**src/design/srs_pkg.sv**
```systemverilog
// shared types, codes and helpers for the string instruction sequencer
package srs_pkg;

    localparam logic OP_BEGIN = 1'b0;
    localparam logic OP_ELEM  = 1'b1;

    localparam logic [2:0] KIND_MOVS = 3'd0;
    localparam logic [2:0] KIND_STOS = 3'd1;
    localparam logic [2:0] KIND_LODS = 3'd2;
    localparam logic [2:0] KIND_CMPS = 3'd3;
    localparam logic [2:0] KIND_SCAS = 3'd4;
    localparam logic [2:0] KIND_INS  = 3'd5;
    localparam logic [2:0] KIND_OUTS = 3'd6;

    localparam logic [1:0] SIZE_BYTE  = 2'd0;
    localparam logic [1:0] SIZE_WORD  = 2'd1;
    localparam logic [1:0] SIZE_DWORD = 2'd2;

    localparam logic [1:0] REP_NONE  = 2'd0;
    localparam logic [1:0] REP_REPE  = 2'd1;
    localparam logic [1:0] REP_REPNE = 2'd2;

    localparam int FLAG_CF = 0;
    localparam int FLAG_PF = 1;
    localparam int FLAG_AF = 2;
    localparam int FLAG_ZF = 3;
    localparam int FLAG_SF = 4;
    localparam int FLAG_OF = 5;

    localparam logic [31:0] OFS_MASK16 = 32'h0000_FFFF;
    localparam logic [31:0] OFS_MASK32 = 32'hFFFF_FFFF;

    typedef struct packed {
        logic        op;
        logic [2:0]  kind;
        logic [1:0]  size;
        logic [1:0]  rep;
        logic        addr32;
        logic        df;
        logic [15:0] count;
        logic [31:0] src_ofs;
        logic [31:0] dst_ofs;
        logic [31:0] operand_a;
        logic [31:0] operand_b;
    } cmd_t;

    typedef struct packed {
        logic [31:0] next_src_ofs;
        logic [31:0] next_dst_ofs;
        logic [15:0] count_left;
        logic [31:0] store_value;
        logic [5:0]  flag_bits;
        logic        flags_valid;
        logic        done_res;
    } res_t;

    typedef struct packed {
        logic        active;
        logic [2:0]  kind;
        logic [1:0]  size;
        logic [1:0]  rep;
        logic        addr32;
        logic        df;
        logic [15:0] count;
        logic [31:0] src;
        logic [31:0] dst;
        logic [5:0]  flags;
    } seq_state_t;

    function automatic logic [31:0] elem_mask(input logic [1:0] size);
        logic [31:0] m;
        case (size)
            SIZE_BYTE: m = 32'h0000_00FF;
            SIZE_WORD: m = 32'h0000_FFFF;
            default:   m = 32'hFFFF_FFFF;
        endcase
        return m;
    endfunction

    function automatic logic [31:0] elem_step(input logic [1:0] size);
        logic [31:0] s;
        case (size)
            SIZE_BYTE: s = 32'd1;
            SIZE_WORD: s = 32'd2;
            default:   s = 32'd4;
        endcase
        return s;
    endfunction

    function automatic logic [31:0] ofs_mask(input logic addr32);
        return addr32 ? OFS_MASK32 : OFS_MASK16;
    endfunction

endpackage

```
**src/design/srs_cmp.sv**
```systemverilog
// compare unit: x86 subtract flags at byte, word or doubleword width
module srs_cmp (
    input  logic [31:0] a,
    input  logic [31:0] b,
    input  logic [1:0]  size,
    output logic [5:0]  flags
);

    logic [31:0] mask;
    logic [31:0] am;
    logic [31:0] bm;
    logic [32:0] diff;
    logic [31:0] r;
    logic        top_r;
    logic        top_ovf;
    logic [31:0] ovf_vec;

    always_comb
    begin
        mask    = srs_pkg::elem_mask(size);
        am      = a & mask;
        bm      = b & mask;
        diff    = {1'b0, am} - {1'b0, bm};
        r       = diff[31:0] & mask;
        ovf_vec = (am ^ bm) & (am ^ r);
        case (size)
            srs_pkg::SIZE_BYTE:
            begin
                top_r   = r[7];
                top_ovf = ovf_vec[7];
            end
            srs_pkg::SIZE_WORD:
            begin
                top_r   = r[15];
                top_ovf = ovf_vec[15];
            end
            default:
            begin
                top_r   = r[31];
                top_ovf = ovf_vec[31];
            end
        endcase
        flags                  = '0;
        // masked operands, so bit 32 of the difference is the borrow
        flags[srs_pkg::FLAG_CF] = diff[32];
        flags[srs_pkg::FLAG_PF] = ~^r[7:0];
        flags[srs_pkg::FLAG_AF] = am[4] ^ bm[4] ^ r[4];
        flags[srs_pkg::FLAG_ZF] = (r == 32'd0);
        flags[srs_pkg::FLAG_SF] = top_r;
        flags[srs_pkg::FLAG_OF] = top_ovf;
    end

endmodule

```
**src/design/srs_step.sv**
```systemverilog
// next-state and result logic for one request
module srs_step (
    input  srs_pkg::seq_state_t st,
    input  srs_pkg::cmd_t       cmd,
    output srs_pkg::seq_state_t st_next,
    output srs_pkg::res_t       res,
    output logic                emit
);

    logic [5:0]  cmp_flags;
    logic        use_si;
    logic        use_di;
    logic        is_cmp;
    logic [31:0] step;
    logic [31:0] omask;
    logic [31:0] store;
    logic [15:0] cnt_dec;
    logic        done;
    logic        zf;
    logic        start_done;

    srs_cmp u_cmp (
        .a     (cmd.operand_a),
        .b     (cmd.operand_b),
        .size  (st.size),
        .flags (cmp_flags)
    );

    always_comb
    begin
        use_si = 1'b0;
        use_di = 1'b0;
        is_cmp = 1'b0;
        case (st.kind)
            srs_pkg::KIND_STOS: use_di = 1'b1;
            srs_pkg::KIND_LODS: use_si = 1'b1;
            srs_pkg::KIND_CMPS:
            begin
                use_si = 1'b1;
                use_di = 1'b1;
                is_cmp = 1'b1;
            end
            srs_pkg::KIND_SCAS:
            begin
                use_di = 1'b1;
                is_cmp = 1'b1;
            end
            srs_pkg::KIND_INS:  use_di = 1'b1;
            srs_pkg::KIND_OUTS: use_si = 1'b1;
            default:
            begin
                // movs, and the unused kind code behaves the same
                use_si = 1'b1;
                use_di = 1'b1;
            end
        endcase
    end

    always_comb
    begin
        st_next    = st;
        emit       = 1'b0;
        done       = 1'b0;
        store      = '0;
        step       = srs_pkg::elem_step(st.size);
        omask      = srs_pkg::ofs_mask(st.addr32);
        cnt_dec    = st.count - 16'd1;
        zf         = cmp_flags[srs_pkg::FLAG_ZF];
        start_done = (cmd.rep != srs_pkg::REP_NONE) && (cmd.count == 16'd0);

        if (cmd.op == srs_pkg::OP_BEGIN)
        begin
            emit           = 1'b1;
            st_next.kind   = cmd.kind;
            st_next.size   = cmd.size;
            st_next.rep    = cmd.rep;
            st_next.addr32 = cmd.addr32;
            st_next.df     = cmd.df;
            st_next.count  = cmd.count;
            st_next.src    = cmd.src_ofs & srs_pkg::ofs_mask(cmd.addr32);
            st_next.dst    = cmd.dst_ofs & srs_pkg::ofs_mask(cmd.addr32);
            st_next.active = ~start_done;
            done           = start_done;
        end
        else if (st.active)
        begin
            emit = 1'b1;
            if (st.rep != srs_pkg::REP_NONE)
                st_next.count = cnt_dec;
            if (is_cmp)
                st_next.flags = cmp_flags;
            else
                store = cmd.operand_a & srs_pkg::elem_mask(st.size);
            if (use_si)
                st_next.src = (st.df ? st.src - step : st.src + step) & omask;
            if (use_di)
                st_next.dst = (st.df ? st.dst - step : st.dst + step) & omask;

            if (st.rep == srs_pkg::REP_NONE)
                done = 1'b1;
            else
            begin
                if (cnt_dec == 16'd0)
                    done = 1'b1;
                // repne stops on equal, repe (and the unused prefix code) on unequal
                if (is_cmp && (st.rep == srs_pkg::REP_REPNE) && zf)
                    done = 1'b1;
                if (is_cmp && (st.rep != srs_pkg::REP_REPNE) && !zf)
                    done = 1'b1;
            end
            if (done)
                st_next.active = 1'b0;
        end

        res.next_src_ofs = st_next.src;
        res.next_dst_ofs = st_next.dst;
        res.count_left   = st_next.count;
        res.store_value  = store;
        res.flag_bits    = st_next.flags;
        res.flags_valid  = (cmd.op == srs_pkg::OP_ELEM) && is_cmp;
        res.done_res     = done;
    end

endmodule

```
**src/design/x86_string_instruction_sequencer.sv**
```systemverilog
// top level: x86 string instruction sequencer
// latency: a result is valid in the cycle after its request is accepted
// throughput: one request per cycle; cmd_ready stays high while the result
//   register is empty or being drained in the same cycle
// element requests that arrive with no instruction running are taken and dropped
// reset: rst_n clears the instruction state and the result valid flag
module x86_string_instruction_sequencer (
    input  logic          clk,
    input  logic          rst_n,
    input  logic          cmd_valid,
    output logic          cmd_ready,
    input  srs_pkg::cmd_t cmd,
    output logic          res_valid,
    input  logic          res_ready,
    output srs_pkg::res_t res
);

    srs_pkg::seq_state_t st_reg;
    srs_pkg::seq_state_t st_next;
    srs_pkg::res_t       res_reg;
    srs_pkg::res_t       res_next;
    logic                res_valid_reg;
    logic                emit;
    logic                accept;

    assign cmd_ready = ~res_valid_reg | res_ready;
    assign accept    = cmd_valid & cmd_ready;

    srs_step u_step (
        .st      (st_reg),
        .cmd     (cmd),
        .st_next (st_next),
        .res     (res_next),
        .emit    (emit)
    );

    always_ff @(posedge clk or negedge rst_n)
    begin
        if (!rst_n)
        begin
            st_reg        <= '0;
            res_valid_reg <= 1'b0;
        end
        else
        begin
            if (accept)
            begin
                st_reg        <= st_next;
                res_valid_reg <= emit;
            end
            else if (res_ready)
                res_valid_reg <= 1'b0;
        end
    end

    always_ff @(posedge clk)
    begin
        if (accept && emit)
            res_reg <= res_next;
    end

    assign res_valid = res_valid_reg;
    assign res       = res_reg;

endmodule

```
**config.mk**
```make
export PLATFORM = sky130hd
export DESIGN_NAME = x86_string_instruction_sequencer
export DESIGN_NICKNAME = d
export VERILOG_FILES = /design/src/design/srs_pkg.sv /design/src/design/srs_cmp.sv /design/src/design/srs_step.sv /design/src/design/x86_string_instruction_sequencer.sv
export SDC_FILE = /design/constraint.sdc
export NUM_CORES = 1
export LEC_CHECK = 0
export ABC_AREA = 1
export BUFFER_PORTS_ARGS = -buffer_cell sky130_fd_sc_hd__buf_2
export CORE_ASPECT_RATIO = 1.5
export CORE_MARGIN = 2
export CORE_UTILIZATION = 55
export DETAILED_ROUTE_END_ITERATION = 10
export GPL_TIMING_DRIVEN = 1
export PLACE_DENSITY = 0.78
export SLEW_MARGIN = 40
export SYNTH_ARGS = -nofsm -noshare
export SYNTH_HDL_FRONTEND = slang
export SYNTH_SLANG_ARGS = --single-unit
```
**constraint.sdc**
```tcl
create_clock -name clk -period 9 [get_ports clk]
set_input_delay 1.35 -clock clk [delete_from_list [all_inputs] [get_ports clk]]
set_output_delay 1.35 -clock clk [all_outputs]
set_load 0.03 [all_outputs]
```
==> results.sh, run 1 <==
export IMPL_run_status="complete, no violations"
export IMPL_clockRootBuffer="sky130_fd_sc_hd__clkbuf_16"
export IMPL_syn_inst=2340
export IMPL_synth_edff_count=120
export IMPL_clock_skew_ns=0.02254
export IMPL_timing_critical_path_slowest_cell_delay_ns=0.57
export IMPL_buffers_inserted_during_post_cts_setup_optimization=0
export IMPL_io_buffers=279
export IMPL_largest_reg_flops=120
export IMPL_grtUsageTotal_pct=34.24
export IMPL_yosysSeqAreaShare_pct=36.57
export IMPL_detail_route_drc_violations=0
export IMPL_die_h_um=216.1
export IMPL_clk_transition_reported_paths_ns=0.06
export IMPL_dp_slack_ns=4.227
export IMPL_cell_area_synth_um2=16490
export IMPL_synthesis_nets=2603
export IMPL_worst_path_max_fanout=48
export IMPL_startpoint_type_of_the_worst_setup_path="flop"
export IMPL_num_vias=16759
export IMPL_drt_pass_1_iters=5
export IMPL_synthToLayoutAreaGrowth_pct=15.83
export IMPL_synthMostInstantiatedCell="sky130_fd_sc_hd__nand2_1"
export IMPL_cp_arrival_ns=5.33
export IMPL_post_synth_top_area_cell="sky130_fd_sc_hd__edfxtp_1"
export IMPL_ioPinCount=280
export IMPL_critical_path_most_common_cell="sky130_fd_sc_hd__inv_1"
export IMPL_dieWidth_um=145.4
export IMPL_ctsResizeCount=0
export IMPL_floorplan_die_area_um2=31410
export IMPL_htree_levels=1
export IMPL_drt_vias_per_instance=5.560
export IMPL_period_minus_slack_ns=4.861
export IMPL_hold_slack_final_ns=0.4909
export IMPL_synth_warning_count=0
export IMPL_critical_path_cell_chain="nor2_2 > inv_1 > ha_1 > buf_4 > inv_1 > xor2_1 > ha_1 > a21oi_1 > nand2_1 > a21boi_2 > inv_1 > a21oi_1 > inv_1 > a21oi_1 > o21ai_0 > o21ai_0 > a22o_1 > nand2_1 > nand2_1"
export IMPL_first_global_vias=16861
export IMPL_finalCritPeriodShare_pct=54.01
export IMPL_estimated_wirelength_of_the_detail_placed_design_um=41790
export IMPL_rsz0062_at_grt="no"
export IMPL_whs_endpoint="st_reg[3]"
export IMPL_dpl_cell_count=2970
export IMPL_ys_dominant_reg_cell="sky130_fd_sc_hd__edfxtp_1"
export IMPL_synthDistinctLibCells=54
export IMPL_clock_path_buffers=3
export IMPL_timing_setup_tns_ns=0
export IMPL_synth_seq_cells=217
export IMPL_r2r_slack_ns=4.14
export IMPL_holdPathStages=2
export IMPL_post_synth_main_area_contributors="sky130_fd_sc_hd__edfxtp_1, sky130_fd_sc_hd__nand2_1, sky130_fd_sc_hd__dfrtp_1"
export IMPL_setup_viol=0
export IMPL_gp_congestion=1.035
export IMPL_fmaxAchievable_mhz=205.7
export IMPL_critPathBufInv=5
export IMPL_power_ir_vdd_worst_mv=0.1869
export IMPL_design_final_nets=2863
export IMPL_core_rowCount=77
export IMPL_postCtsHoldBufs=0
export IMPL_reg2reg_depth=19
export IMPL_leakage_power_summed_over_all_cells_uw=0.009757
export IMPL_worstMarginPinSlew_ns=0.8512
export IMPL_max_cap_violations=0
export IMPL_grt_ovfl_total=0
export IMPL_postSynthAreaPerCell_um2=7.048
export IMPL_rr_endpoint="st_reg[55]"
export IMPL_grt_start_max_net_pins=104
export IMPL_endpoint_kind="flop"
export IMPL_core_area_um2=29480
export IMPL_dr_first_iter_drc_count=956
export IMPL_grt_pass1_wl_um=85550
export IMPL_drv_slew=0
export IMPL_cts_tree="yes"
export IMPL_finalWorstSetupSlack_ns=4.139
export IMPL_final_hold_violation_count=0
export IMPL_path_class="reg2reg"
export IMPL_hold_path_class="reg2reg"
export IMPL_post_route_cells_drive_above_1_share_pct=15.67
export IMPL_worst_ep_required_time_ns=9.46
export IMPL_worstReg2RegStart="st_reg[90]"
export IMPL_postSynth_asyncResetShare_pct=44.70
export IMPL_slowest_stage="sky130_fd_sc_hd__nor2_2"
export IMPL_tritoncts_num_sinks=217
export IMPL_postRouteAntennaNets=0
export IMPL_synthDominantCellAreaShare_pct=21.85
export IMPL_min_delay_start="st_reg[3]"
export IMPL_numCtsBuffers=23
export IMPL_synth_top_cells_by_count="sky130_fd_sc_hd__nand2_1, sky130_fd_sc_hd__inv_1, sky130_fd_sc_hd__nor2_1"
export IMPL_wl_per_cell_um=18.10
export IMPL_worst_path_dominant_cell_family="compound AO/OA/AOI/OAI gates"
export IMPL_floorplan_initialDensity_pct=55.94
export IMPL_worstSkewPairLatency_ns=0.54
export IMPL_slew_headroom_pct=43.25
export IMPL_finalWirelength_um=54560
export IMPL_initial_antenna_violation_count=3
export IMPL_final_cell_count_no_fill=3014
export IMPL_p_per_area_nw_per_um2=268.1
==> layout make-up <==
class / count / area, um^2
fillers: 2688 / 10380
well taps: 395 / 494.2
repair buffers: 295 / 1543
multi-input cells: 1737 / 9024
inverters: 326 / 1226
diodes: 2 / 5.005
clock buffers: 32 / 650.6
clock inverters: 10 / 127.6
flip-flops and latches: 217 / 6032
==> layout by cell type, fill, tap and decap left out, types with 21 or more instances in the layout <==
cell type	n
sky130_fd_sc_hd__nor3_1	29
sky130_fd_sc_hd__nor2_1	222
sky130_fd_sc_hd__dfrtp_1	96
sky130_fd_sc_hd__nand4_1	26
sky130_fd_sc_hd__xor2_1	32
sky130_fd_sc_hd__ha_1	102
sky130_fd_sc_hd__edfxtp_1	120
sky130_fd_sc_hd__a21oi_1	139
sky130_fd_sc_hd__o21ai_0	156
sky130_fd_sc_hd__nand2_1	721
sky130_fd_sc_hd__nand2_2	21
sky130_fd_sc_hd__clkbuf_16	24
sky130_fd_sc_hd__nand3_1	86
sky130_fd_sc_hd__a31oi_1	28
sky130_fd_sc_hd__inv_1	312
sky130_fd_sc_hd__buf_2	278
==> logic make-up (layout without fill, tap and decap cells) <==
family	after synthesis	after routing	synth area share [%]
AND/OR/NAND/NOR	1164	1164	29.47
AO/OA/AOI/OAI	421	421	14.47
buffers and inverters	386	663	8.846
flip-flops	217	217	36.57
adder cells (fa/ha/maj)	105	105	8.103
XOR/XNOR	44	44	2.337
multiplexers	3	3	0.2048
other	0	2	0
==> metal layers <==
| layer | up-vias | wire, um | GRT usage [%] |
|---|---|---|---|
| li1 | 8188 | - | - |
| met1 | 7700 | 19960 | 37.52 |
| met2 | 685 | 27650 | 63.14 |
| met3 | 184 | 3125 | 3.516 |
| met4 | 2 | 3812 | 21.47 |
| met5 | - | 16 | 0 |
==> metrics by stage <==
| stage | area (um^2) | utilization (%) | total power [uW] |
|---|---|---|---|
| 2_1_floorplan | 16490 | - | 3345 |
| 6_report | 19100 | 64.80 | 5122 |
| 4_1_cts | 19090 | 64.75 | 5103 |
| 3_3_place_gp | 18280 | 62.01 | 4038 |
| 5_1_grt | 19100 | 64.80 | 5503 |
| 3_5_place_dp | 18310 | 62.11 | 4085 |
==> where the power goes <==
| part | switching, uW | internal (uW) | total, uW |
|---|---|---|---|
| clock | 414 | 592 | 1010 |
| sequential | 125 | 1290 | 1410 |
| combinational | 1850 | 852 | 2700 |
| total | 2390 | 2730 | 5120 |
==> how the worst max path moves through the flow <==
stage	slack (ns)	from	depth (start not counted)	end
2_1_floorplan	0.62	res_ready	4	res[0]
3_3_place_gp	3.87	st_reg[90]	18	res[105]
3_5_place_dp	4.23	st_reg[90]	18	res[105]
4_1_cts	4.17	st_reg[90]	19	st_reg[55]
5_1_grt	3.74	st_reg[90]	17	res[69]
6_report	4.14	st_reg[90]	19	st_reg[55]
==> worst reg2reg max path: cells and delay by family (launching register included) <==
kind	cells	cell delay [ns]
simple gates	4	0.87
xor+xnor	1	0.31
buf+inv	5	1.09
flops	1	0.39
fa+ha+maj	2	0.66
compound gates	7	1.46
(Power assumes the default switching activity.)
==> run 2, diff against run 1 <==
==> constraint.sdc (replaced) <==
create_clock -name clk -period 5 [get_ports clk]
set_input_delay 0.75 -clock clk [delete_from_list [all_inputs] [get_ports clk]]
set_output_delay 0.75 -clock clk [all_outputs]
set_load 0.03 [all_outputs]
==> results.sh, run 2 (synthesis gave the netlist of run 1 again) <==
export IMPL_max_cap_violations=0
export IMPL_grt_ovfl_total=0
export IMPL_seq_power_share_pct=27.9
export IMPL_path_class="reg2reg"
export IMPL_io_buffers=279
export IMPL_critical_path_most_common_cell="sky130_fd_sc_hd__nand2_1"
export IMPL_cp_arrival_ns=4.15
export IMPL_dieWidth_um=145.4
export IMPL_fmaxAchievable_mhz=257.7
export IMPL_slew_headroom_pct=45.84
export IMPL_power_share_switching_pct=47.56
export IMPL_synthToLayoutAreaGrowth_pct=15.73
export IMPL_final_hold_violation_count=0
export IMPL_layout_filler_cells=2722
export IMPL_worst_path_max_fanout=22
export IMPL_finalWirelength_um=54070
export IMPL_endpoint_kind="flop"
export IMPL_run_status="complete, no violations"
export IMPL_switchingPower_uw=4361
export IMPL_rsz0062_at_grt="no"
export IMPL_post_route_cells_drive_above_1_share_pct=15.99
export IMPL_clock_path_buffers=3
export IMPL_first_global_vias=16755
export IMPL_timing_setup_tns_ns=0
export IMPL_htree_levels=1
export IMPL_setup_viol=0
export IMPL_tritoncts_num_sinks=217
export IMPL_grt_start_max_net_pins=65
export IMPL_ctsResizeCount=0
export IMPL_wl_per_cell_um=17.92
export IMPL_hold_slack_final_ns=0.1506
export IMPL_num_vias=16640
export IMPL_finalCritPeriodShare_pct=77.60
export IMPL_critical_path_cell_chain="or2_2 > ha_1 > buf_4 > nand2_1 > inv_1 > ha_1 > nand2_1 > nor2_1 > nand2_1 > nor2_1 > nand2_1 > nand3_1 > nand2_1 > nand3_1 > nand2_1 > inv_1 > nand2_1 > nor2_2 > nand3_2 > nand2_1 > nand3_1 > nand2_1 > o21ai_1"
export IMPL_grtUsageTotal_pct=33.92
export IMPL_timing_critical_path_slowest_cell_delay_ns=0.40
export IMPL_grt_pass1_wl_um=84770
export IMPL_postRouteAntennaNets=0
export IMPL_worst_ep_required_time_ns=5.27
export IMPL_worstMarginPinSlew_ns=0.8124
export IMPL_startpoint_of_the_most_critical_setup_path="st_reg[91]"
export IMPL_clk_transition_reported_paths_ns=0.07
export IMPL_power_ir_vdd_worst_mv=0.3701
export IMPL_final_cell_count_no_fill=3017
export IMPL_worstSkewPairLatency_ns=0.54
export IMPL_buffers_inserted_during_post_cts_setup_optimization=0
export IMPL_leakage_power_summed_over_all_cells_uw=0.009751
export IMPL_dr_first_iter_drc_count=880
export IMPL_drv_slew=0
export IMPL_final_cell_mix="sky130_fd_sc_hd__nand2_1, sky130_fd_sc_hd__inv_1, sky130_fd_sc_hd__buf_2"
export IMPL_ioPinCount=280
export IMPL_drt_pass_1_iters=5
export IMPL_gp_congestion=0.9988
export IMPL_drt_vias_per_instance=5.515
export IMPL_design_final_nets=2868
export IMPL_p_per_area_nw_per_um2=480.4
export IMPL_period_minus_slack_ns=3.880
export IMPL_worstReg2RegStart="st_reg[91]"
export IMPL_die_h_um=216.1
export IMPL_estimated_wirelength_of_the_detail_placed_design_um=42100
export IMPL_postCtsHoldBufs=0
export IMPL_clock_power_share_pct=18.8
export IMPL_startpoint_type_of_the_worst_setup_path="flop"
export IMPL_dpl_cell_count=2975
export IMPL_clockRootBuffer="sky130_fd_sc_hd__clkbuf_16"
export IMPL_core_area_um2=29480
export IMPL_initial_antenna_violation_count=4
export IMPL_hold_path_class="in2async"
export IMPL_numCtsBuffers=23
export IMPL_footprint_of_the_multi_input_gates_um2=9021
export IMPL_cts_tree="yes"
export IMPL_slowest_stage="sky130_fd_sc_hd__dfrtp_1"
export IMPL_floorplan_die_area_um2=31410
export IMPL_core_rowCount=77
export IMPL_floorplan_initialDensity_pct=55.94
export IMPL_ff_latch_area_um2=6032
export IMPL_largest_reg_flops=120
export IMPL_cellInternalPower_uw=4808
export IMPL_comb_pwr_share_pct=53.4
export IMPL_clock_skew_ns=0.01570
export IMPL_reg2reg_depth=23
export IMPL_detail_route_drc_violations=0
export IMPL_mostFrequentLayoutCell="sky130_fd_sc_hd__nand2_1"
run 2: cell count changes in the layout (fill, tap and decap cells not counted), sizes merged:
| cell | previous run | this run |
|---|---|---|
| clkbuf | 32 | 26 |
| diode | 2 | 1 |
| clkinvlp | 0 | 4 |
| buf | 295 | 300 |
| clkinv | 9 | 11 |
| bufinv | 3 | 1 |
| inv | 324 | 325 |
run 2: area by class of cell:
cell class	instances	share of cell area (%)
Timing Repair Buffer	300	8.221
Tap cell	395	2.589
Clock inverter	15	0.6490
Multi-Input combinational cell	1737	47.27
Sequential cell	217	31.60
Clock buffer	26	3.232
Antenna cell	1	0.01311
Inverter	326	6.425
run 2: per-layer routing:
| layer | track usage [%] | up-vias | wire (um) |
|---|---|---|---|
| met5 | 0 | - | 39 |
| met3 | 4.063 | 191 | 2940 |
| met2 | 63.44 | 622 | 27880 |
| met1 | 36.44 | 7602 | 19680 |
| li1 | - | 8219 | - |
| met4 | 20.23 | 6 | 3525 |
run 2: power by group through the flow:
stage               sequential [uW]  clock (uW)  combinational [uW]
floorplan                      2820           0                3180
global route                   2590        1800                5450
finish                         2560        1720                4890
detailed placement             2580           0                4810
CTS                            2550        1740                4850
global placement               2570           0                4720
run 2: worst max-delay path: cells and delay by family (launching register included):
kind | cells | cell delay, ns
flip-flops | 1 | 0.40
buffers and inverters | 3 | 0.31
AND/OR/NAND/NOR | 17 | 2.20
AO/OA/AOI/OAI | 1 | 0.05
adder cells (fa/ha/maj) | 2 | 0.64
run 2: worst paths after layout:
check,end,slack [ns]
min in group clk,st_reg[4],0.49
worst min-delay path,st_reg[32],0.15
max in group asynchronous,st_reg[86],3.92
worst max-delay path,res[0],1.12
worst min register to register,st_reg[4],0.49
worst max register to register,res[0],1.12
run 2: per-stage QoR:
step	instance area, um^2	util, %	power (uW)	setup WS [ns]
2_1_floorplan	16500	-	6007	1.211
4_1_cts	19080	64.73	9134	0.9324
3_5_place_dp	18340	62.22	7387	0.9594
5_1_grt	19080	64.73	9838	0.8678
6_report	19090	64.74	9169	1.120
3_3_place_gp	18320	62.13	7297	1.189
